<file path="config.mk">
export PLATFORM = sky130hd
export DESIGN_NAME = csc_fifo
export DESIGN_NICKNAME = d
export VERILOG_FILES = /design/src/rtl/core/csc_pkg.sv /design/src/rtl/core/csc_fifo.sv
export SDC_FILE = /design/constraint.sdc
export NUM_CORES = 1
export LEC_CHECK = 0
export BUFFER_PORTS_ARGS = -buffer_cell sky130_fd_sc_hd__buf_4
export CAP_MARGIN = 20
export CORE_ASPECT_RATIO = 1.75
export CORE_MARGIN = 3
export CORE_UTILIZATION = 60
export CTS_CLUSTER_SIZE = 40
export DETAILED_ROUTE_END_ITERATION = 12
export GPL_TIMING_DRIVEN = 0
export HOLD_SLACK_MARGIN = 0.1
export PLACE_DENSITY = 0.83
export SLEW_MARGIN = 20
export SYNTH_ARGS = -nofsm -noshare
export SYNTH_HDL_FRONTEND = slang
export SYNTH_SLANG_ARGS = --single-unit
</file>
<file path="constraint.sdc">
create_clock -name clk_i -period 3.9 [get_ports clk_i]
set_input_delay 0 -clock clk_i [delete_from_list [all_inputs] [get_ports clk_i]]
set_output_delay 0 -clock clk_i [all_outputs]
set_load 0.02 [all_outputs]
</file>
<file path="src/rtl/core/csc_pkg.sv">
// Shared types, constants and arithmetic helpers for the sine/cosine evaluator.
// Holds the coefficient table, built at elaboration. No dependencies.
package csc_pkg;

  localparam int COEFF_COUNT = 7;
  localparam int COEFF_WIDTH = 32;
  localparam int ROM_DEPTH   = 16;
  localparam int ROM_HALF    = ROM_DEPTH / 2;
  localparam int FIFO_DEPTH  = 4;
  localparam int NUM_STEPS   = COEFF_COUNT + 2;

  typedef logic signed [63:0] s64_t;
  typedef logic signed [COEFF_WIDTH-1:0] coef_t;
  typedef coef_t rom_t [ROM_DEPTH];

  localparam logic [31:0] TWO_OVER_PI_Q32  = 32'hA2F9836E;
  localparam s64_t        HALF_PI_Q59      = 64'sh0C90FDAA22168C23;
  localparam s64_t        FOUR_OVER_PI_Q62 = 64'sh517CC1B727220A95;
  localparam s64_t        PI_OVER_8_Q63    = 64'sh3243F6A8885A308D;
  localparam s64_t        ONE_Q60          = 64'sh1000000000000000;

  // Split 64x64 signed-magnitude product: four 32x32 partial products
  typedef struct packed {
    logic        neg;
    logic [63:0] p00;
    logic [63:0] p01;
    logic [63:0] p10;
    logic [63:0] p11;
  } pp_t;

  // Queue entry between front and back
  typedef struct packed {
    s64_t       s;
    logic [1:0] e;
  } fq_t;

  // Back pipeline payload
  typedef struct packed {
    s64_t       s;
    s64_t       y;
    s64_t       z;
    s64_t       d;
    s64_t       dd;
    logic [1:0] e;
  } bk_t;

  function automatic pp_t pp_gen(input s64_t a, input s64_t b);
    pp_t         r;
    logic [63:0] ua;
    logic [63:0] ub;
    ua    = a[63] ? (~a + 64'd1) : a;
    ub    = b[63] ? (~b + 64'd1) : b;
    r.neg = a[63] ^ b[63];
    r.p00 = ua[31:0]  * ub[31:0];
    r.p01 = ua[31:0]  * ub[63:32];
    r.p10 = ua[63:32] * ub[31:0];
    r.p11 = ua[63:32] * ub[63:32];
    return r;
  endfunction

  // Sum partials, round half away from zero, saturate, apply sign
  function automatic s64_t smul_fin(input pp_t p, input int sh);
    logic [127:0] acc;
    logic [127:0] m;
    logic [63:0]  mag;
    acc = {64'd0, p.p00} + {32'd0, p.p01, 32'd0} + {32'd0, p.p10, 32'd0} + {p.p11, 64'd0};
    acc = acc + (128'd1 << (sh - 1));
    m   = acc >> sh;
    if (m > 128'h7FFF_FFFF_FFFF_FFFF) begin
      mag = 64'h7FFF_FFFF_FFFF_FFFF;
    end else begin
      mag = m[63:0];
    end
    return p.neg ? s64_t'(~mag + 64'd1) : s64_t'(mag);
  endfunction

  function automatic s64_t smul_c(input s64_t a, input s64_t b, input int sh);
    return smul_fin(pp_gen(a, b), sh);
  endfunction

  function automatic s64_t pow_h(input int ex);
    s64_t p;
    p = PI_OVER_8_Q63;
    for (int i = 1; i < ex; i++) begin
      p = smul_c(p, PI_OVER_8_Q63, 63);
    end
    return p;
  endfunction

  // Truncating division by a small positive divisor, shift and subtract
  function automatic longint cdiv(input longint x, input longint den);
    logic [63:0] ux;
    logic [63:0] ud;
    logic [63:0] rem;
    logic [63:0] qt;
    ux  = (x < 0) ? 64'(-x) : 64'(x);
    ud  = 64'(den);
    rem = '0;
    qt  = '0;
    for (int b = 63; b >= 0; b--) begin
      rem = {rem[62:0], ux[b]};
      if (rem >= ud) begin
        rem   = rem - ud;
        qt[b] = 1'b1;
      end
    end
    return (x < 0) ? -longint'(qt) : longint'(qt);
  endfunction

  function automatic coef_t to_rom(input longint x);
    logic signed [63:0] t;
    int                 sh;
    sh = 65 - COEFF_WIDTH;
    t  = (x + (64'sd1 <<< (sh - 1))) >>> sh;
    return t[COEFF_WIDTH-1:0];
  endfunction

  // Bessel-series coefficients of the two even Chebyshev expansions
  function automatic rom_t gen_rom();
    rom_t   r;
    longint cs;
    longint ss;
    longint vc;
    longint vs;
    int     n;
    for (int k = 0; k < ROM_HALF; k++) begin
      cs = 0;
      ss = 0;
      for (int m = 0; m <= 10; m++) begin
        n = m + k;
        if (!(k == 0 && m == 0)) begin
          vc = pow_h(2 * n);
          vs = pow_h(2 * n + 1);
          for (int i = 2; i <= m; i++) begin
            vc = cdiv(vc, longint'(i));
            vs = cdiv(vs, longint'(i));
          end
          for (int i = 2; i <= m + 2 * k; i++) begin
            vc = cdiv(vc, longint'(i));
            vs = cdiv(vs, longint'(i));
          end
          vs = cdiv(vs, longint'(2 * n + 1));
          vc = vc * 2;
          vs = vs * 4;
          if (((k + m) & 1) != 0) begin
            cs = cs - vc;
            ss = ss - vs;
          end else begin
            cs = cs + vc;
            ss = ss + vs;
          end
        end
      end
      r[k]            = to_rom(ss);
      r[ROM_HALF + k] = to_rom(cs);
    end
    return r;
  endfunction

  localparam rom_t COEFF_ROM = gen_rom();

  function automatic s64_t coef_q60(input coef_t c);
    s64_t x;
    x = c;
    if (COEFF_WIDTH >= 62) begin
      return x >>> (COEFF_WIDTH - 62);
    end
    return x <<< (62 - COEFF_WIDTH);
  endfunction

  // Coefficient j of the sine (e0 = 0) or cosine (e0 = 1) table, in Q60
  function automatic s64_t coef_sel(input logic e0, input int j);
    logic [3:0] idx;
    idx = {e0, 3'(j)};
    return coef_q60(COEFF_ROM[idx]);
  endfunction

endpackage

</file>
<file path="src/rtl/core/csc_fifo.sv">
// Short request queue between the front end and the evaluation pipeline.
// Depends on csc_pkg.
module csc_fifo (
  input  logic         clk_i,
  input  logic         rst_ni,
  input  logic         push_i,
  input  csc_pkg::fq_t wdata_i,
  output logic         full_o,
  input  logic         pop_i,
  output csc_pkg::fq_t rdata_o,
  output logic         empty_o
);

  localparam int PW = $clog2(csc_pkg::FIFO_DEPTH);
  localparam int CW = $clog2(csc_pkg::FIFO_DEPTH + 1);

  csc_pkg::fq_t    mem_q [csc_pkg::FIFO_DEPTH];
  logic [PW-1:0]   wr_q;
  logic [PW-1:0]   rd_q;
  logic [CW-1:0]   cnt_q;

  assign full_o  = (cnt_q == CW'(csc_pkg::FIFO_DEPTH));
  assign empty_o = (cnt_q == '0);
  assign rdata_o = mem_q[rd_q];

  // Pointers and fill count
  always_ff @(posedge clk_i or negedge rst_ni) begin
    if (!rst_ni) begin
      wr_q  <= '0;
      rd_q  <= '0;
      cnt_q <= '0;
    end else begin
      if (push_i) begin
        wr_q <= wr_q + 1'b1;
      end
      if (pop_i) begin
        rd_q <= rd_q + 1'b1;
      end
      if (push_i && !pop_i) begin
        cnt_q <= cnt_q + 1'b1;
      end else if (pop_i && !push_i) begin
        cnt_q <= cnt_q - 1'b1;
      end
    end
  end

  // Storage
  always_ff @(posedge clk_i) begin
    if (push_i) begin
      mem_q[wr_q] <= wdata_i;
    end
  end

endmodule

</file>
======== Word level (Yosys, flattened, before mapping) ========
Memories as Yosys holds them, arrays and structs flattened.
Index checks and enable logic that the tools add are counted.
storage, ports and cells
  flip-flop bits (word level) ............. 7
  RAM bits ................................ 264
  input bits .............................. 70
  output and inout port bits .............. 68
  logic and storage cells ................. 19
  memories kept ........................... 1
cells by class
  $add $sub $neg .......................... 4
  equality and inequality tests ........... 1
  mux-type cells .......................... 4
  reductions and logical operators ........ 6
memories
  name   words  bits a word  rd ports  clocked after memory_dff  wr ports  RTL line        RTL
  mem_q  4      66           1         0                         1         csc_fifo.sv:17  csc_pkg::fq_t mem_q [csc_pkg::FIFO_DEPTH];
operator list
  kind                                              count
  two-way mux 3 bit                                 2
  adder 2 x 1 -> 2 bit, second input constant       2
  adder 3 x 1 -> 3 bit, second input constant       1
  equality test 3 bit, second input constant        1
  zero test 3 bit                                   1
  subtractor 3 x 1 -> 3 bit, second input constant  1
  logical AND 1 bit                                 2
  zero test 1 bit                                   2
  two-way mux 1 bit                                 2
  nonzero test 2 bit                                1

======== Logic depth before layout (Yosys ltp) ========
  depth in word-level cells ............... 4
  mapped depth ............................ 7
  mapped depth without buffers ............ 7

======== Worst setup path after synthesis ========
OpenSTA, ideal clock, no wires.
  path kind ............................... register to register
  start point ............................. register wr_q[0]
  end point ............................... memory mem_q[2][0] (netlist bit), enable pin
  setup time .............................. 0.431 ns
  data arrival time ....................... 2.165 ns
  required time ........................... 3.469 ns
  setup slack ............................. 1.303 ns
  stages on the path, launching flop included .. 4
  path buffers ............................ 0
  period minus slack after synthesis ...... 2.597 ns
  cell sequence ........................... dfrtp_1 inv_1 ha_1 and2_1
RTL lines
  what                    RTL line        RTL
  start, declared         csc_fifo.sv:18  logic [PW-1:0] wr_q;
  start signal, assigned  csc_fifo.sv:34  wr_q <= wr_q + 1'b1;
  end, declared           csc_fifo.sv:17
Straight into the memory's write port.

==> results.txt <==
- Status: completed
- The clock passes through at most 3 buffers.
* Number of setup violations in the final report: 0
- The via count of the first global-routing pass was 5,391.
* Remaining number of nets flagged by the antenna check after routing: 0
* Cell area after placement: 0.0113 mm^2
* Cells after synthesis: 379
* Setup crit start kind: register
- Total clock buffers created by CTS: 24
* Average size of a mapped cell: 26.2 um^2
- Placed wire-length estimate: 10.9 mm
- Worst hold path type: in2reg
- Counting cells, the worst reg-to-reg path comes to 4.
* CTS resizes: 0
* Die Footprint: 0.0182 mm^2
- In this run the clock root is driven by a sky130_fd_sc_hd__clkbuf_16.
* CP Cell Sequence: buf_2, buf_2, mux4_2, buf_4
- Post CTS Setup Buffer Count: 0
* Global routing usage summed across all routing layers: 0.217
* Arrival @ worst endpoint: 2.10 ns
- Layout area overhead: 29.4%
- Clk sink count: 271
- In the final routed layout, each cell accounts on average for 22.2 um.
- At the pin with the least slew margin, the transition time is 0.662 ns.
- Via total after detailed routing: 4,826
- For this run, design rule violations remaining after detail routing come to 0.
- Top flip-flop cell by instance count after synthesis: sky130_fd_sc_hd__edfxtp_1
* Setup Skew: 0.0139 ns
- Count of TritonRoute iterations in the first routing pass: 4
- With fillers left out, the area of the finished cells amounts to 0.0129 mm^2.
- For this configuration, the core starts out at a cell density of 0.617.
* Yosys warnings: 0
* Highest-delay cell along the critical path: sky130_fd_sc_hd__dfrtp_1
- Critical path class: reg2out
- Endpoints failing hold: 0
- Wires add up to 19.0 mm.
* Multiplexer share of the synthesized area: 0.151
- Headroom to the max-slew limit came out at 0.559.
- Pin placement for this block handled 138 I/O pins.
- Final total negative setup slack: 0 ns
- Entering global routing, the biggest net connects 38 pins.
- Core utilization of the finished layout: 0.798
- Floorplan die width: 103 um
- Xor and xnor area share after synthesis: 0.00529
- TritonCTS clock tree: yes
- For this run, the top clock speed supported by timing is 476 MHz.
- Flop and latch count out of synthesis: 271
- Max Transition Viols Final: 0
- DIE HEIGHT: 176 um
- The worst hold path was traced through 2 stages.
- Summed over all cells, the static leakage comes to 4.51 nW.
* Clock transition at path regs: 0.07 ns
* Max Cap Viol: 0
* Net count after synthesis: 455
* Type of destination of the critical path: output port
- Library cell with the highest instance count after synthesis: sky130_fd_sc_hd__edfxtp_1
* Maximum vdd ir drop: 0.563 mV
* Core ar.: 0.0161 mm^2
* Required time reported for the critical path endpoint: 3.90 ns
- Global routing finished with a remaining overflow of 0.
- Port buffering added 137 buffers.
- Number of placement rows: 61
- The share of the Yosys chip area taken by registers is 0.815.
- The congestion estimate from routability-driven global placement came to 0.677.
* Largest area contributor in the synthesized netlist: sky130_fd_sc_hd__edfxtp_1
- Counting flops with a built-in enable in the synthesized netlist gives 264.
- Largest family of logic cells by synthesized area: multiplexers
* P per Cell Area: 757 mW/mm^2
* Area share of the largest cell type after synthesis: 0.798
- Layout cell share with drive strength beyond 1: 0.412
- The smallest clock period supported by the final layout is computed as 2.10 ns.
- After synthesis the cells add up to 0.00994 mm^2.
* Synth Area in Adders: 0.00831
- Setup repair after global routing left no endpoint under its margin.
- The clock reaches the later pin of the worst-skew pair after 0.50 ns.
* Post-synthesis compound-gate area fraction: 0.000504
- In the post-synthesis netlist, the biggest area contributors are sky130_fd_sc_hd__edfxtp_1, sky130_fd_sc_hd__mux4_2, sky130_fd_sc_hd__dfrtp_1.
- Hold repair after CTS inserted 70 buffers.
- First-pass GRT wire length: 29.6 mm
- In the finished design, the share of the clock period the worst path needs comes to 0.539.
* Post-synth ARST share: 0.0258
* Largest fanout on the critical path: 10
* Deepest level of the CTS H-tree: 1
- The netlist uses 20 different library cells.
* Violation count after the first detailed-routing iteration: 238
- Number of antenna violations at the first check in global routing: 1
* Count of fill cells added during filler insertion: 764
- Counting stages on the worst path, the most repeated cell is sky130_fd_sc_hd__buf_2.
- The net count of the finished layout is 692.
- On the worst path, the slowest cell contributes a delay of 0.41 ns.
- Commonest cells in the synthesized netlist: sky130_fd_sc_hd__edfxtp_1, sky130_fd_sc_hd__mux4_2, sky130_fd_sc_hd__dfrtp_1, sky130_fd_sc_hd__ha_1
* Synth Area in Simple Gates: 0.00491
- After detailed routing, the number of vias per cell comes to 5.65.
==> logic make-up (layout without fill, tap and decap cells) <==
| kind of cell | after synthesis | count (layout) |
|---|---|---|
| other | 0 | 1 |
| AO/OA/AOI/OAI | 1 | 1 |
| buffers and inverters | 19 | 273 |
| multiplexers | 67 | 67 |
| XOR/XNOR | 6 | 6 |
| adder cells (fa/ha/maj) | 6 | 6 |
| flip-flops | 271 | 271 |
| AND/OR/NAND/NOR | 9 | 9 |
==> flip-flops by register name, indices dropped and copies added (netlist names) <==
| signal | cells |
|---|---|
| mem_q | 264 |
| cnt_q | 3 |
| rd_q | 2 |
| wr_q | 2 |
==> layer usage <==
metal / wire (um) / up-vias / global-route usage / part of all wire
met2: 10300 / 183 / 0.371 / 0.54
met1: 6850 / 2488 / 0.272 / 0.36
li1: - / 2097 / - / -
met5: 0 / - / 0 / 0
met3: 972 / 58 / 0.0352 / 0.051
met4: 865 / 0 / 0.0940 / 0.046
==> placed cells by master (no fill, tap or decap), types with 2 or more instances in the layout <==
| master | n |
|---|---|
| sky130_fd_sc_hd__clkbuf_16 | 25 |
| sky130_fd_sc_hd__xnor2_1 | 2 |
| sky130_fd_sc_hd__mux4_2 | 66 |
| sky130_fd_sc_hd__dlygate4sd3_1 | 70 |
| sky130_fd_sc_hd__dfrtp_1 | 7 |
| sky130_fd_sc_hd__buf_4 | 141 |
| sky130_fd_sc_hd__buf_2 | 4 |
| sky130_fd_sc_hd__and2_4 | 4 |
| sky130_fd_sc_hd__clkbuf_1 | 3 |
| sky130_fd_sc_hd__clkbuf_8 | 3 |
| sky130_fd_sc_hd__inv_1 | 4 |
| sky130_fd_sc_hd__buf_1 | 3 |
| sky130_fd_sc_hd__edfxtp_1 | 264 |
| sky130_fd_sc_hd__clkinv_2 | 5 |
| sky130_fd_sc_hd__nand2_1 | 2 |
| sky130_fd_sc_hd__bufinv_16 | 3 |
| sky130_fd_sc_hd__buf_12 | 7 |
| sky130_fd_sc_hd__ha_1 | 5 |
| sky130_fd_sc_hd__clkinv_1 | 3 |
| sky130_fd_sc_hd__xor2_1 | 4 |
==> where the power goes <==
group          leakage (nW)  switching [W]  internal [W]
Clock                 0.407       0.000981       0.00143
Sequential             2.51       0.000152       0.00381
Combinational          1.60        0.00179       0.00157
==> critical path: cells and delay by family, from the launching register on <==
| family | cells | cell delay (ns) |
|---|---|---|
| DFF | 1 | 0.41 |
| muxes | 1 | 0.37 |
| buffers and inverters | 3 | 0.82 |
==> final timing paths <==
path / end / start / slack [ns]
worst min register to register: cnt_q[2] / cnt_q[2] / 0.51
worst max register to register: mem_q[0][62] / wr_q[0] / 2.07
min in group asynchronous: rd_q[1] / rst_ni / 0.49
max in group asynchronous: cnt_q[1] / rst_ni / 3.16
worst max-delay path: rdata_o[13] / rd_q[1] / 1.80
worst min-delay path: mem_q[1][23] / wdata_i[23] / 0.24
==> cell type report <==
class                   instances  area, um^2  area share
plain buffers                  15         133      0.0103
flip-flops and latches        271        8100       0.630
inverters                       4        15.0     0.00117
repair buffers                211        1810       0.141
diodes                          1        2.50    0.000195
multi-input cells              89        1700       0.132
well taps                     220         275      0.0214
clock inverters                12         143      0.0111
clock buffers                  31         678      0.0528
==> stage by stage <==
stage	total power (W)	cells	hold slack, ns	setup WS (ns)
global route	0.0101	854	0.238	1.72
CTS	0.00979	853	0.219	1.76
finish	0.00973	854	0.239	1.80
detailed placement	0.00734	740	-0.180	2.07
floorplan	0.00608	379	-0.296	1.30
global placement	0.00724	736	-0.188	0.297
No activity file was read; power rests on OpenSTA's default activity.
