$ cat config.mk
export PLATFORM = sky130hd
export DESIGN_NAME = csc_front
export DESIGN_NICKNAME = d
export VERILOG_FILES = /design/src/rtl/core/csc_pkg.sv /design/src/rtl/core/csc_front.sv
export SDC_FILE = /design/constraint.sdc
export NUM_CORES = 2
export LEC_CHECK = 0
export BUFFER_PORTS_ARGS = -buffer_cell sky130_fd_sc_hd__buf_2
export CORE_MARGIN = 3
export CORE_UTILIZATION = 30
export DETAILED_ROUTE_END_ITERATION = 7
export GPL_TIMING_DRIVEN = 0
export RECOVER_POWER = 100
export SETUP_SLACK_MARGIN = 0.15
export SLEW_MARGIN = 40
export SYNTH_ARGS = -nofsm -noshare
export SYNTH_HDL_FRONTEND = slang
export SYNTH_SLANG_ARGS = --single-unit
$ cat constraint.sdc
create_clock -name clk_i -period 9.8 [get_ports clk_i]
set_input_delay 0.98 -clock clk_i [delete_from_list [all_inputs] [get_ports clk_i]]
set_output_delay 0.98 -clock clk_i [all_outputs]
set_load 0.02 [all_outputs]
$ cat src/rtl/core/csc_pkg.sv
// Shared types, constants and arithmetic helpers for the sine/cosine evaluator.
// Holds the coefficient table, built at elaboration. No dependencies.
package csc_pkg;

  localparam int COEFF_COUNT = 7;
  localparam int COEFF_WIDTH = 32;
  localparam int ROM_DEPTH   = 16;
  localparam int ROM_HALF    = ROM_DEPTH / 2;
  localparam int FIFO_DEPTH  = 4;
  localparam int NUM_STEPS   = COEFF_COUNT + 2;

  typedef logic signed [63:0] s64_t;
  typedef logic signed [COEFF_WIDTH-1:0] coef_t;
  typedef coef_t rom_t [ROM_DEPTH];

  localparam logic [31:0] TWO_OVER_PI_Q32  = 32'hA2F9836E;
  localparam s64_t        HALF_PI_Q59      = 64'sh0C90FDAA22168C23;
  localparam s64_t        FOUR_OVER_PI_Q62 = 64'sh517CC1B727220A95;
  localparam s64_t        PI_OVER_8_Q63    = 64'sh3243F6A8885A308D;
  localparam s64_t        ONE_Q60          = 64'sh1000000000000000;

  // Split 64x64 signed-magnitude product: four 32x32 partial products
  typedef struct packed {
    logic        neg;
    logic [63:0] p00;
    logic [63:0] p01;
    logic [63:0] p10;
    logic [63:0] p11;
  } pp_t;

  // Queue entry between front and back
  typedef struct packed {
    s64_t       s;
    logic [1:0] e;
  } fq_t;

  // Back pipeline payload
  typedef struct packed {
    s64_t       s;
    s64_t       y;
    s64_t       z;
    s64_t       d;
    s64_t       dd;
    logic [1:0] e;
  } bk_t;

  function automatic pp_t pp_gen(input s64_t a, input s64_t b);
    pp_t         r;
    logic [63:0] ua;
    logic [63:0] ub;
    ua    = a[63] ? (~a + 64'd1) : a;
    ub    = b[63] ? (~b + 64'd1) : b;
    r.neg = a[63] ^ b[63];
    r.p00 = ua[31:0]  * ub[31:0];
    r.p01 = ua[31:0]  * ub[63:32];
    r.p10 = ua[63:32] * ub[31:0];
    r.p11 = ua[63:32] * ub[63:32];
    return r;
  endfunction

  // Sum partials, round half away from zero, saturate, apply sign
  function automatic s64_t smul_fin(input pp_t p, input int sh);
    logic [127:0] acc;
    logic [127:0] m;
    logic [63:0]  mag;
    acc = {64'd0, p.p00} + {32'd0, p.p01, 32'd0} + {32'd0, p.p10, 32'd0} + {p.p11, 64'd0};
    acc = acc + (128'd1 << (sh - 1));
    m   = acc >> sh;
    if (m > 128'h7FFF_FFFF_FFFF_FFFF) begin
      mag = 64'h7FFF_FFFF_FFFF_FFFF;
    end else begin
      mag = m[63:0];
    end
    return p.neg ? s64_t'(~mag + 64'd1) : s64_t'(mag);
  endfunction

  function automatic s64_t smul_c(input s64_t a, input s64_t b, input int sh);
    return smul_fin(pp_gen(a, b), sh);
  endfunction

  function automatic s64_t pow_h(input int ex);
    s64_t p;
    p = PI_OVER_8_Q63;
    for (int i = 1; i < ex; i++) begin
      p = smul_c(p, PI_OVER_8_Q63, 63);
    end
    return p;
  endfunction

  // Truncating division by a small positive divisor, shift and subtract
  function automatic longint cdiv(input longint x, input longint den);
    logic [63:0] ux;
    logic [63:0] ud;
    logic [63:0] rem;
    logic [63:0] qt;
    ux  = (x < 0) ? 64'(-x) : 64'(x);
    ud  = 64'(den);
    rem = '0;
    qt  = '0;
    for (int b = 63; b >= 0; b--) begin
      rem = {rem[62:0], ux[b]};
      if (rem >= ud) begin
        rem   = rem - ud;
        qt[b] = 1'b1;
      end
    end
    return (x < 0) ? -longint'(qt) : longint'(qt);
  endfunction

  function automatic coef_t to_rom(input longint x);
    logic signed [63:0] t;
    int                 sh;
    sh = 65 - COEFF_WIDTH;
    t  = (x + (64'sd1 <<< (sh - 1))) >>> sh;
    return t[COEFF_WIDTH-1:0];
  endfunction

  // Bessel-series coefficients of the two even Chebyshev expansions
  function automatic rom_t gen_rom();
    rom_t   r;
    longint cs;
    longint ss;
    longint vc;
    longint vs;
    int     n;
    for (int k = 0; k < ROM_HALF; k++) begin
      cs = 0;
      ss = 0;
      for (int m = 0; m <= 10; m++) begin
        n = m + k;
        if (!(k == 0 && m == 0)) begin
          vc = pow_h(2 * n);
          vs = pow_h(2 * n + 1);
          for (int i = 2; i <= m; i++) begin
            vc = cdiv(vc, longint'(i));
            vs = cdiv(vs, longint'(i));
          end
          for (int i = 2; i <= m + 2 * k; i++) begin
            vc = cdiv(vc, longint'(i));
            vs = cdiv(vs, longint'(i));
          end
          vs = cdiv(vs, longint'(2 * n + 1));
          vc = vc * 2;
          vs = vs * 4;
          if (((k + m) & 1) != 0) begin
            cs = cs - vc;
            ss = ss - vs;
          end else begin
            cs = cs + vc;
            ss = ss + vs;
          end
        end
      end
      r[k]            = to_rom(ss);
      r[ROM_HALF + k] = to_rom(cs);
    end
    return r;
  endfunction

  localparam rom_t COEFF_ROM = gen_rom();

  function automatic s64_t coef_q60(input coef_t c);
    s64_t x;
    x = c;
    if (COEFF_WIDTH >= 62) begin
      return x >>> (COEFF_WIDTH - 62);
    end
    return x <<< (62 - COEFF_WIDTH);
  endfunction

  // Coefficient j of the sine (e0 = 0) or cosine (e0 = 1) table, in Q60
  function automatic s64_t coef_sel(input logic e0, input int j);
    logic [3:0] idx;
    idx = {e0, 3'(j)};
    return coef_q60(COEFF_ROM[idx]);
  endfunction

endpackage

$ cat src/rtl/core/csc_front.sv
// Front end: takes requests, scales the angle by 2/pi, picks the quadrant and
// forms the reduced angle. Depends on csc_pkg.
module csc_front (
  input  logic              clk_i,
  input  logic              rst_ni,
  input  logic              in_valid_i,
  output logic              in_stall_o,
  input  logic              mode_i,
  input  logic signed [31:0] angle_i,
  output logic              push_o,
  output csc_pkg::fq_t      push_data_o,
  input  logic              full_i
);

  logic                f_vld_q;
  csc_pkg::s64_t       t_q;
  csc_pkg::s64_t       t_d;
  logic signed [31:0]  ang_q;
  logic                mode_q;
  logic                adv;
  csc_pkg::s64_t       q_full;
  logic signed [3:0]   q_r;
  csc_pkg::s64_t       qhp;
  csc_pkg::s64_t       s_d;
  logic [1:0]          e_d;

  assign adv        = !(f_vld_q && full_i);
  assign in_stall_o = f_vld_q && full_i;
  assign t_d        = angle_i * $signed({1'b0, csc_pkg::TWO_OVER_PI_Q32});

  // Input register
  always_ff @(posedge clk_i or negedge rst_ni) begin
    if (!rst_ni) begin
      f_vld_q <= 1'b0;
    end else if (adv) begin
      f_vld_q <= in_valid_i;
    end
  end

  always_ff @(posedge clk_i) begin
    if (adv && in_valid_i) begin
      t_q    <= t_d;
      ang_q  <= angle_i;
      mode_q <= mode_i;
    end
  end

  // Quadrant: round to nearest, ties to even
  always_comb begin
    q_full = (t_q + (64'sd1 <<< 59)) >>> 60;
    q_r    = q_full[3:0];
    if (t_q[59:0] == (60'd1 << 59) && q_full[0]) begin
      q_r = q_full[3:0] - 4'sd1;
    end
    qhp = csc_pkg::s64_t'(q_r) * csc_pkg::HALF_PI_Q59;
    s_d = (csc_pkg::s64_t'(ang_q) <<< 31) - qhp;
    e_d = q_r[1:0] + {1'b0, mode_q};
  end

  assign push_o        = f_vld_q && !full_i;
  assign push_data_o.s = s_d;
  assign push_data_o.e = e_d;

endmodule

* Yosys cells after proc, flatten, opt, wreduce, memory -nomap -nowiden *
Index checks and enable logic that the tools add are counted.
Widths: inputs -> output; s select.

word-level totals
  register bits = 97
  bits in latches = 0
  memory bits (writable) = 0
  memory bits (read-only) = 0
  input port bits = 37
  output and inout bits = 68
  word-level logic and storage cells = 18
  memories kept = 0

cells by class
  add/sub/neg operators = 4
  $mul = 2
  div/mod/pow operators = 0
  order comparisons = 0
  equality and inequality tests = 1
  shift operators = 0
  multiplexer cells = 1
  bitwise gates (word level) = 0
  reductions and logical operators = 6

operators by type and width
  operator                number
  $add 64x61->64 const B  1
  $mul 4x61->64 const B   1
  $sub 63x64->64          1
  $mul 32x32->63 const B  1
  $eq 59x59->1 const B    1
  $logic_and 1x1->1       4
  $mux 4                  1
  $sub 4x2->4 const B     1
  $add 2x1->2             1
  $logic_not 1->1         2

* Longest topological paths before layout *
  depth after elaboration = 5
  gate-level depth with buffers = 30
  gate-level depth less buffers = 29

* Worst setup path before layout *
No wires, ideal clock.

  path kind = input to register
  start point = input angle_i[31]
  end point = register t_q[63] (data pin)
  arrival = 7.706 ns
  setup slack = 1.834 ns
  cell stages on the path = 24
  path buffers = 1
  cells stage by stage = inv_1 buf_1 fa_1 inv_1 fa_1 fa_1 fa_1 fa_1 inv_1 fa_1 inv_1 ha_1 and3_1 nand4_1 a21oi_1 nor2_1 nand3_1 a311o_1 o211ai_2 and3_4 o31ai_4 a221o_1 a21oi_1 xnor2_1

between the ends
  cells in the longest elaborated chain, start to end = 1

ends and longest elaborated chain
  what                  line             text
  from (decl)           csc_front.sv:9   input logic signed [31:0] angle_i,
  $mul 32x32->63        csc_front.sv:29  assign t_d = angle_i * $signed({1'b0, csc_pkg::TWO_OVER_PI_Q32});
  net t_d[63]           csc_front.sv:17  csc_pkg::s64_t t_d;
  to (signal assigned)  csc_front.sv:42  t_q <= t_d;
  to (decl)             csc_front.sv:16  csc_pkg::s64_t t_q;

The timed path passes the listed nets, and every way through them passes these cells.
A chain may end at the register's enable or synchronous reset.

* Worst setup path after layout *
  start point = input angle_i[15]
  end point = register t_q[63] (data pin)

The elaborated chain is that of the path after synthesis.

==> results_tabular.tex <==
\begin{tabular}{lr}
\hline
Metric & Value \\
\hline
\multicolumn{2}{l}{\textbf{Timing}} \\
\quad Period minus WS final & 9.37 ns \\
\quad Slew at the pin closest to its max-slew limit & 1.25 ns \\
\quad Highest achievable clock rate & 107 MHz \\
\quad Worst clock skew on the final layout & 0.00646 ns \\
\quad Final count of hold timing violations & 0 \\
\quad Final Cycle Share & 95.6\% \\
\quad Slew headroom & 16.5\% \\
\quad Fin. max-slew vios & 0 \\
\quad Unrepaired setup endpoints after global routing & no \\
\quad Smallest setup slack after layout & 0.429 ns \\
\quad Final setup violating endpoints & 0 \\
\quad Hold slack final & 0.376 ns \\
\multicolumn{2}{l}{\textbf{Run}} \\
\quad Number of maximum-capacitance violations & 0 \\
\multicolumn{2}{l}{\textbf{Detailed routing}} \\
\quad Count of antenna-violating nets left after detailed routing & 0 \\
\quad WL final & 72.6 mm \\
\quad Number of DRC violations after detailed routing & 0 \\
\quad Routed WL per cell & 17.3 um \\
\quad Vias post-DR & 19200 \\
\quad 1st-pass router iterations & 5 \\
\quad First DRT Iteration DRCs & 1221 \\
\quad Vias per Instance & 4.57 \\
\multicolumn{2}{l}{\textbf{Logic synthesis}} \\
\quad Synth warn & 0 \\
\quad FFs w/ async S/R, synth & 1.04\% \\
\quad Synthesized area & 27900 um2 \\
\quad Flops \& latches, synth & 96 \\
\quad EDFF count, synth & 95 \\
\quad Post-synthesis net count & 3823 \\
\quad Mean Syn Cell Area & 9.86 um2 \\
\quad Top FF cell, synth & edfxtp\_1 \\
\quad Library cells used by synthesis & 74 \\
\quad Instance count of the mapped netlist & 2824 \\
\quad Share of synthesized area occupied by flip-flops and latches & 10.3\% \\
\multicolumn{2}{l}{\textbf{Placed design}} \\
\quad Detailed-placement wirelength estimate & 64.2 mm \\
\quad PortBufs & 104 \\
\quad Weighted congestion reported at the end of routability-driven placement & 0.909 \\
\quad Dpl cells & 4181 \\
\quad Worst slack, placed & 0.643 ns \\
\multicolumn{2}{l}{\textbf{Cells and area}} \\
\quad Post-route core utilization & 32.9\% \\
\quad Share of post-route cells with drive strength above 1 & 2.84\% \\
\quad Top library cells by usage in the layout, fill and taps aside & inv\_1 (819), fa\_1 (511), ha\_1 (451) \\
\quad Net total in the final layout & 3948 \\
\quad Layout Cells excl Fill & 4198 \\
\quad Most common cell after layout, fill and taps aside & inv\_1 \\
\quad Area Overhead vs Synth & 8.58\% \\
\quad Fillcell total & 9466 \\
\multicolumn{2}{l}{\textbf{Clock network}} \\
\quad Number of buffers added to fix hold violations after cts & 0 \\
\quad Clock tree from TritonCTS & done \\
\quad Longest Clk Path Bufs & 2 \\
\quad Sink count of the clock tree & 96 \\
\quad Clk Tree Root Cell & clkbuf\_16 \\
\quad Clock slew seen by the registers of the worst setup and hold paths & 0.07 ns \\
\quad Post-cts repair resize count & 0 \\
\quad Number of buffers inserted during clock tree synthesis & 9 \\
\quad Number of setup buffers added after CTS & 0 \\
\quad H-tree levels & 3 \\
\quad Clock insertion delay at the later pin of the skew report & 0.36 ns \\
\multicolumn{2}{l}{\textbf{Die}} \\
\quad Row cnt & 111 \\
\quad Die outline width & 311 um \\
\quad Die Y & 311 um \\
\quad Area of the core & 91800 um2 \\
\quad Full die area & 96500 um2 \\
\quad I/O pins & 105 \\
\quad Starting utilization of the core area & 30.3\% \\
\multicolumn{2}{l}{\textbf{Setup path}} \\
\quad Critical path data required time & 9.90 ns \\
\quad Arrival time of data at the critical path endpoint & 9.47 ns \\
\quad Type of element launching the critical path & input pin \\
\quad Start-to-end type of the worst setup path & input pin to flip-flop \\
\quad FF-to-FF End & t\_q[19] \\
\quad Number of cell instances on the worst register-to-register path & 7 \\
\quad Setup slack, reg-to-reg & 4.40 ns \\
\quad Worst flop-to-flop path startpoint & f\_vld\_q \\
\quad Endpoint class of the critical path & flip-flop \\
\quad Largest fanout on the critical path & 7 \\
\multicolumn{2}{l}{\textbf{GRT}} \\
\quad Global-route usage over all layers & 15.2\% \\
\quad Global-route wire length before repair & 115 mm \\
\quad Largest net degree at the start of global routing & 43 \\
\quad Antenna violations before repair & 5 \\
\quad Global route total overflow & 0 \\
\quad Via count of the first global-routing pass & 20200 \\
\multicolumn{2}{l}{\textbf{Hold path}} \\
\quad Worst hold path type & input pin to asynchronous set/reset pin \\
\multicolumn{2}{l}{\textbf{Status}} \\
\quad Run status & completed \\
\hline
\end{tabular}
## flip-flops by register name, summed over array words and instances, names as in the netlist
signal and cells:
t_q 62, f_vld_q 1, ang_q 32, mode_q 1
## worst max-delay path: stages
cell      delay (ns)
clkbuf_1        0.65
inv_1           0.51
fa_1            0.64
inv_1           0.06
fa_1            0.47
ha_1            0.31
fa_1            0.59
fa_1            0.45
fa_1            0.49
fa_1            0.53
fa_1            0.42
ha_1            0.43
clkbuf_1        0.30
and3_1          0.30
nand4_1         0.18
a21oi_1         0.22
nor2_1          0.06
nand3_1         0.17
a311o_1         0.27
o211ai_2        0.15
and3_4          0.22
o31ai_4         0.31
a221o_1         0.20
a21oi_1         0.08
xnor2_1         0.44
## per-layer routing
layer  GRT usage [%]  share of wire, %  vias up
met4            4.39               2.8        6
met1            20.8                45     9543
li1                -                 -     9126
met5               0             0.061        -
met3            2.69               5.6       73
met2            24.8                46      442
## metrics by stage
stage | instance area, um2 | TNS, ns
finish | 30200 | 0
global route | 30200 | 0
CTS | 30500 | 0
detailed placement | 30200 | 0
global placement | 29900 | -39.66
floorplan | 27900 | 0
## cell families (layout without fill, tap and decap cells)
logic type	after synthesis	count (layout)	share of synthesized area (%)
adders and majority gates	963	963	57.0
AOI/OAI and AO/OA	410	410	9.59
DFF	96	96	10.3
and+or+nand+nor	317	317	5.84
muxes	6	6	0.216
xor gates and xnor gates	171	171	5.38
other	0	1	0
buffers and inverters	861	991	11.6
## final cells by class
cell class,instances,area (um2),area share (%)
well taps,1243,1560,5.14
clock buffers,9,225,0.745
plain buffers,42,169,0.558
diodes,1,2.50,0.00827
clock inverters,7,53.8,0.178
inverters,819,3070,10.2
multi-input cells,1867,21700,71.8
flip-flops and latches,96,2880,9.52
repair buffers,114,561,1.85
## Yosys cell counts, types with 8 or more instances
| cell type | n | area share, % |
|---|---|---|
| o21a_1 | 10 | 0.27 |
| and2_1 | 8 | 0.18 |
| nand4_1 | 20 | 0.45 |
| clkbuf_1 | 35 | 0.47 |
| edfxtp_1 | 95 | 10 |
| ha_1 | 451 | 20 |
| xnor2_1 | 116 | 3.6 |
| inv_1 | 819 | 11 |
| and3_1 | 23 | 0.52 |
| xor2_1 | 55 | 1.7 |
| nor2b_1 | 24 | 0.54 |
| nor4_1 | 14 | 0.31 |
| o21ai_0 | 73 | 1.3 |
| o21bai_1 | 23 | 0.62 |
| or2_2 | 9 | 0.20 |
| a21oi_1 | 149 | 2.7 |
| nand3_1 | 25 | 0.45 |
| a31oi_1 | 15 | 0.34 |
| nand2b_1 | 17 | 0.38 |
| nor2_1 | 62 | 0.84 |
| a21o_1 | 67 | 1.8 |
| nor3_1 | 12 | 0.22 |
| nand2_1 | 84 | 1.1 |
| fa_1 | 511 | 37 |
## worst max path at each step
stage,start,endpoint,slack (ns)
floorplan,angle_i[31],t_q[63],1.83
global placement,t_q[7],push_data_o[60],-1.68
detailed placement,angle_i[10],t_q[62],0.64
CTS,t_q[7],push_data_o[60],0.63
global route,t_q[7],push_data_o[60],0.18
finish,angle_i[15],t_q[63],0.43
Power is left out: the tool's default activity adds up to more than one toggle a clock period on the data nets, which glitch-free logic cannot reach.
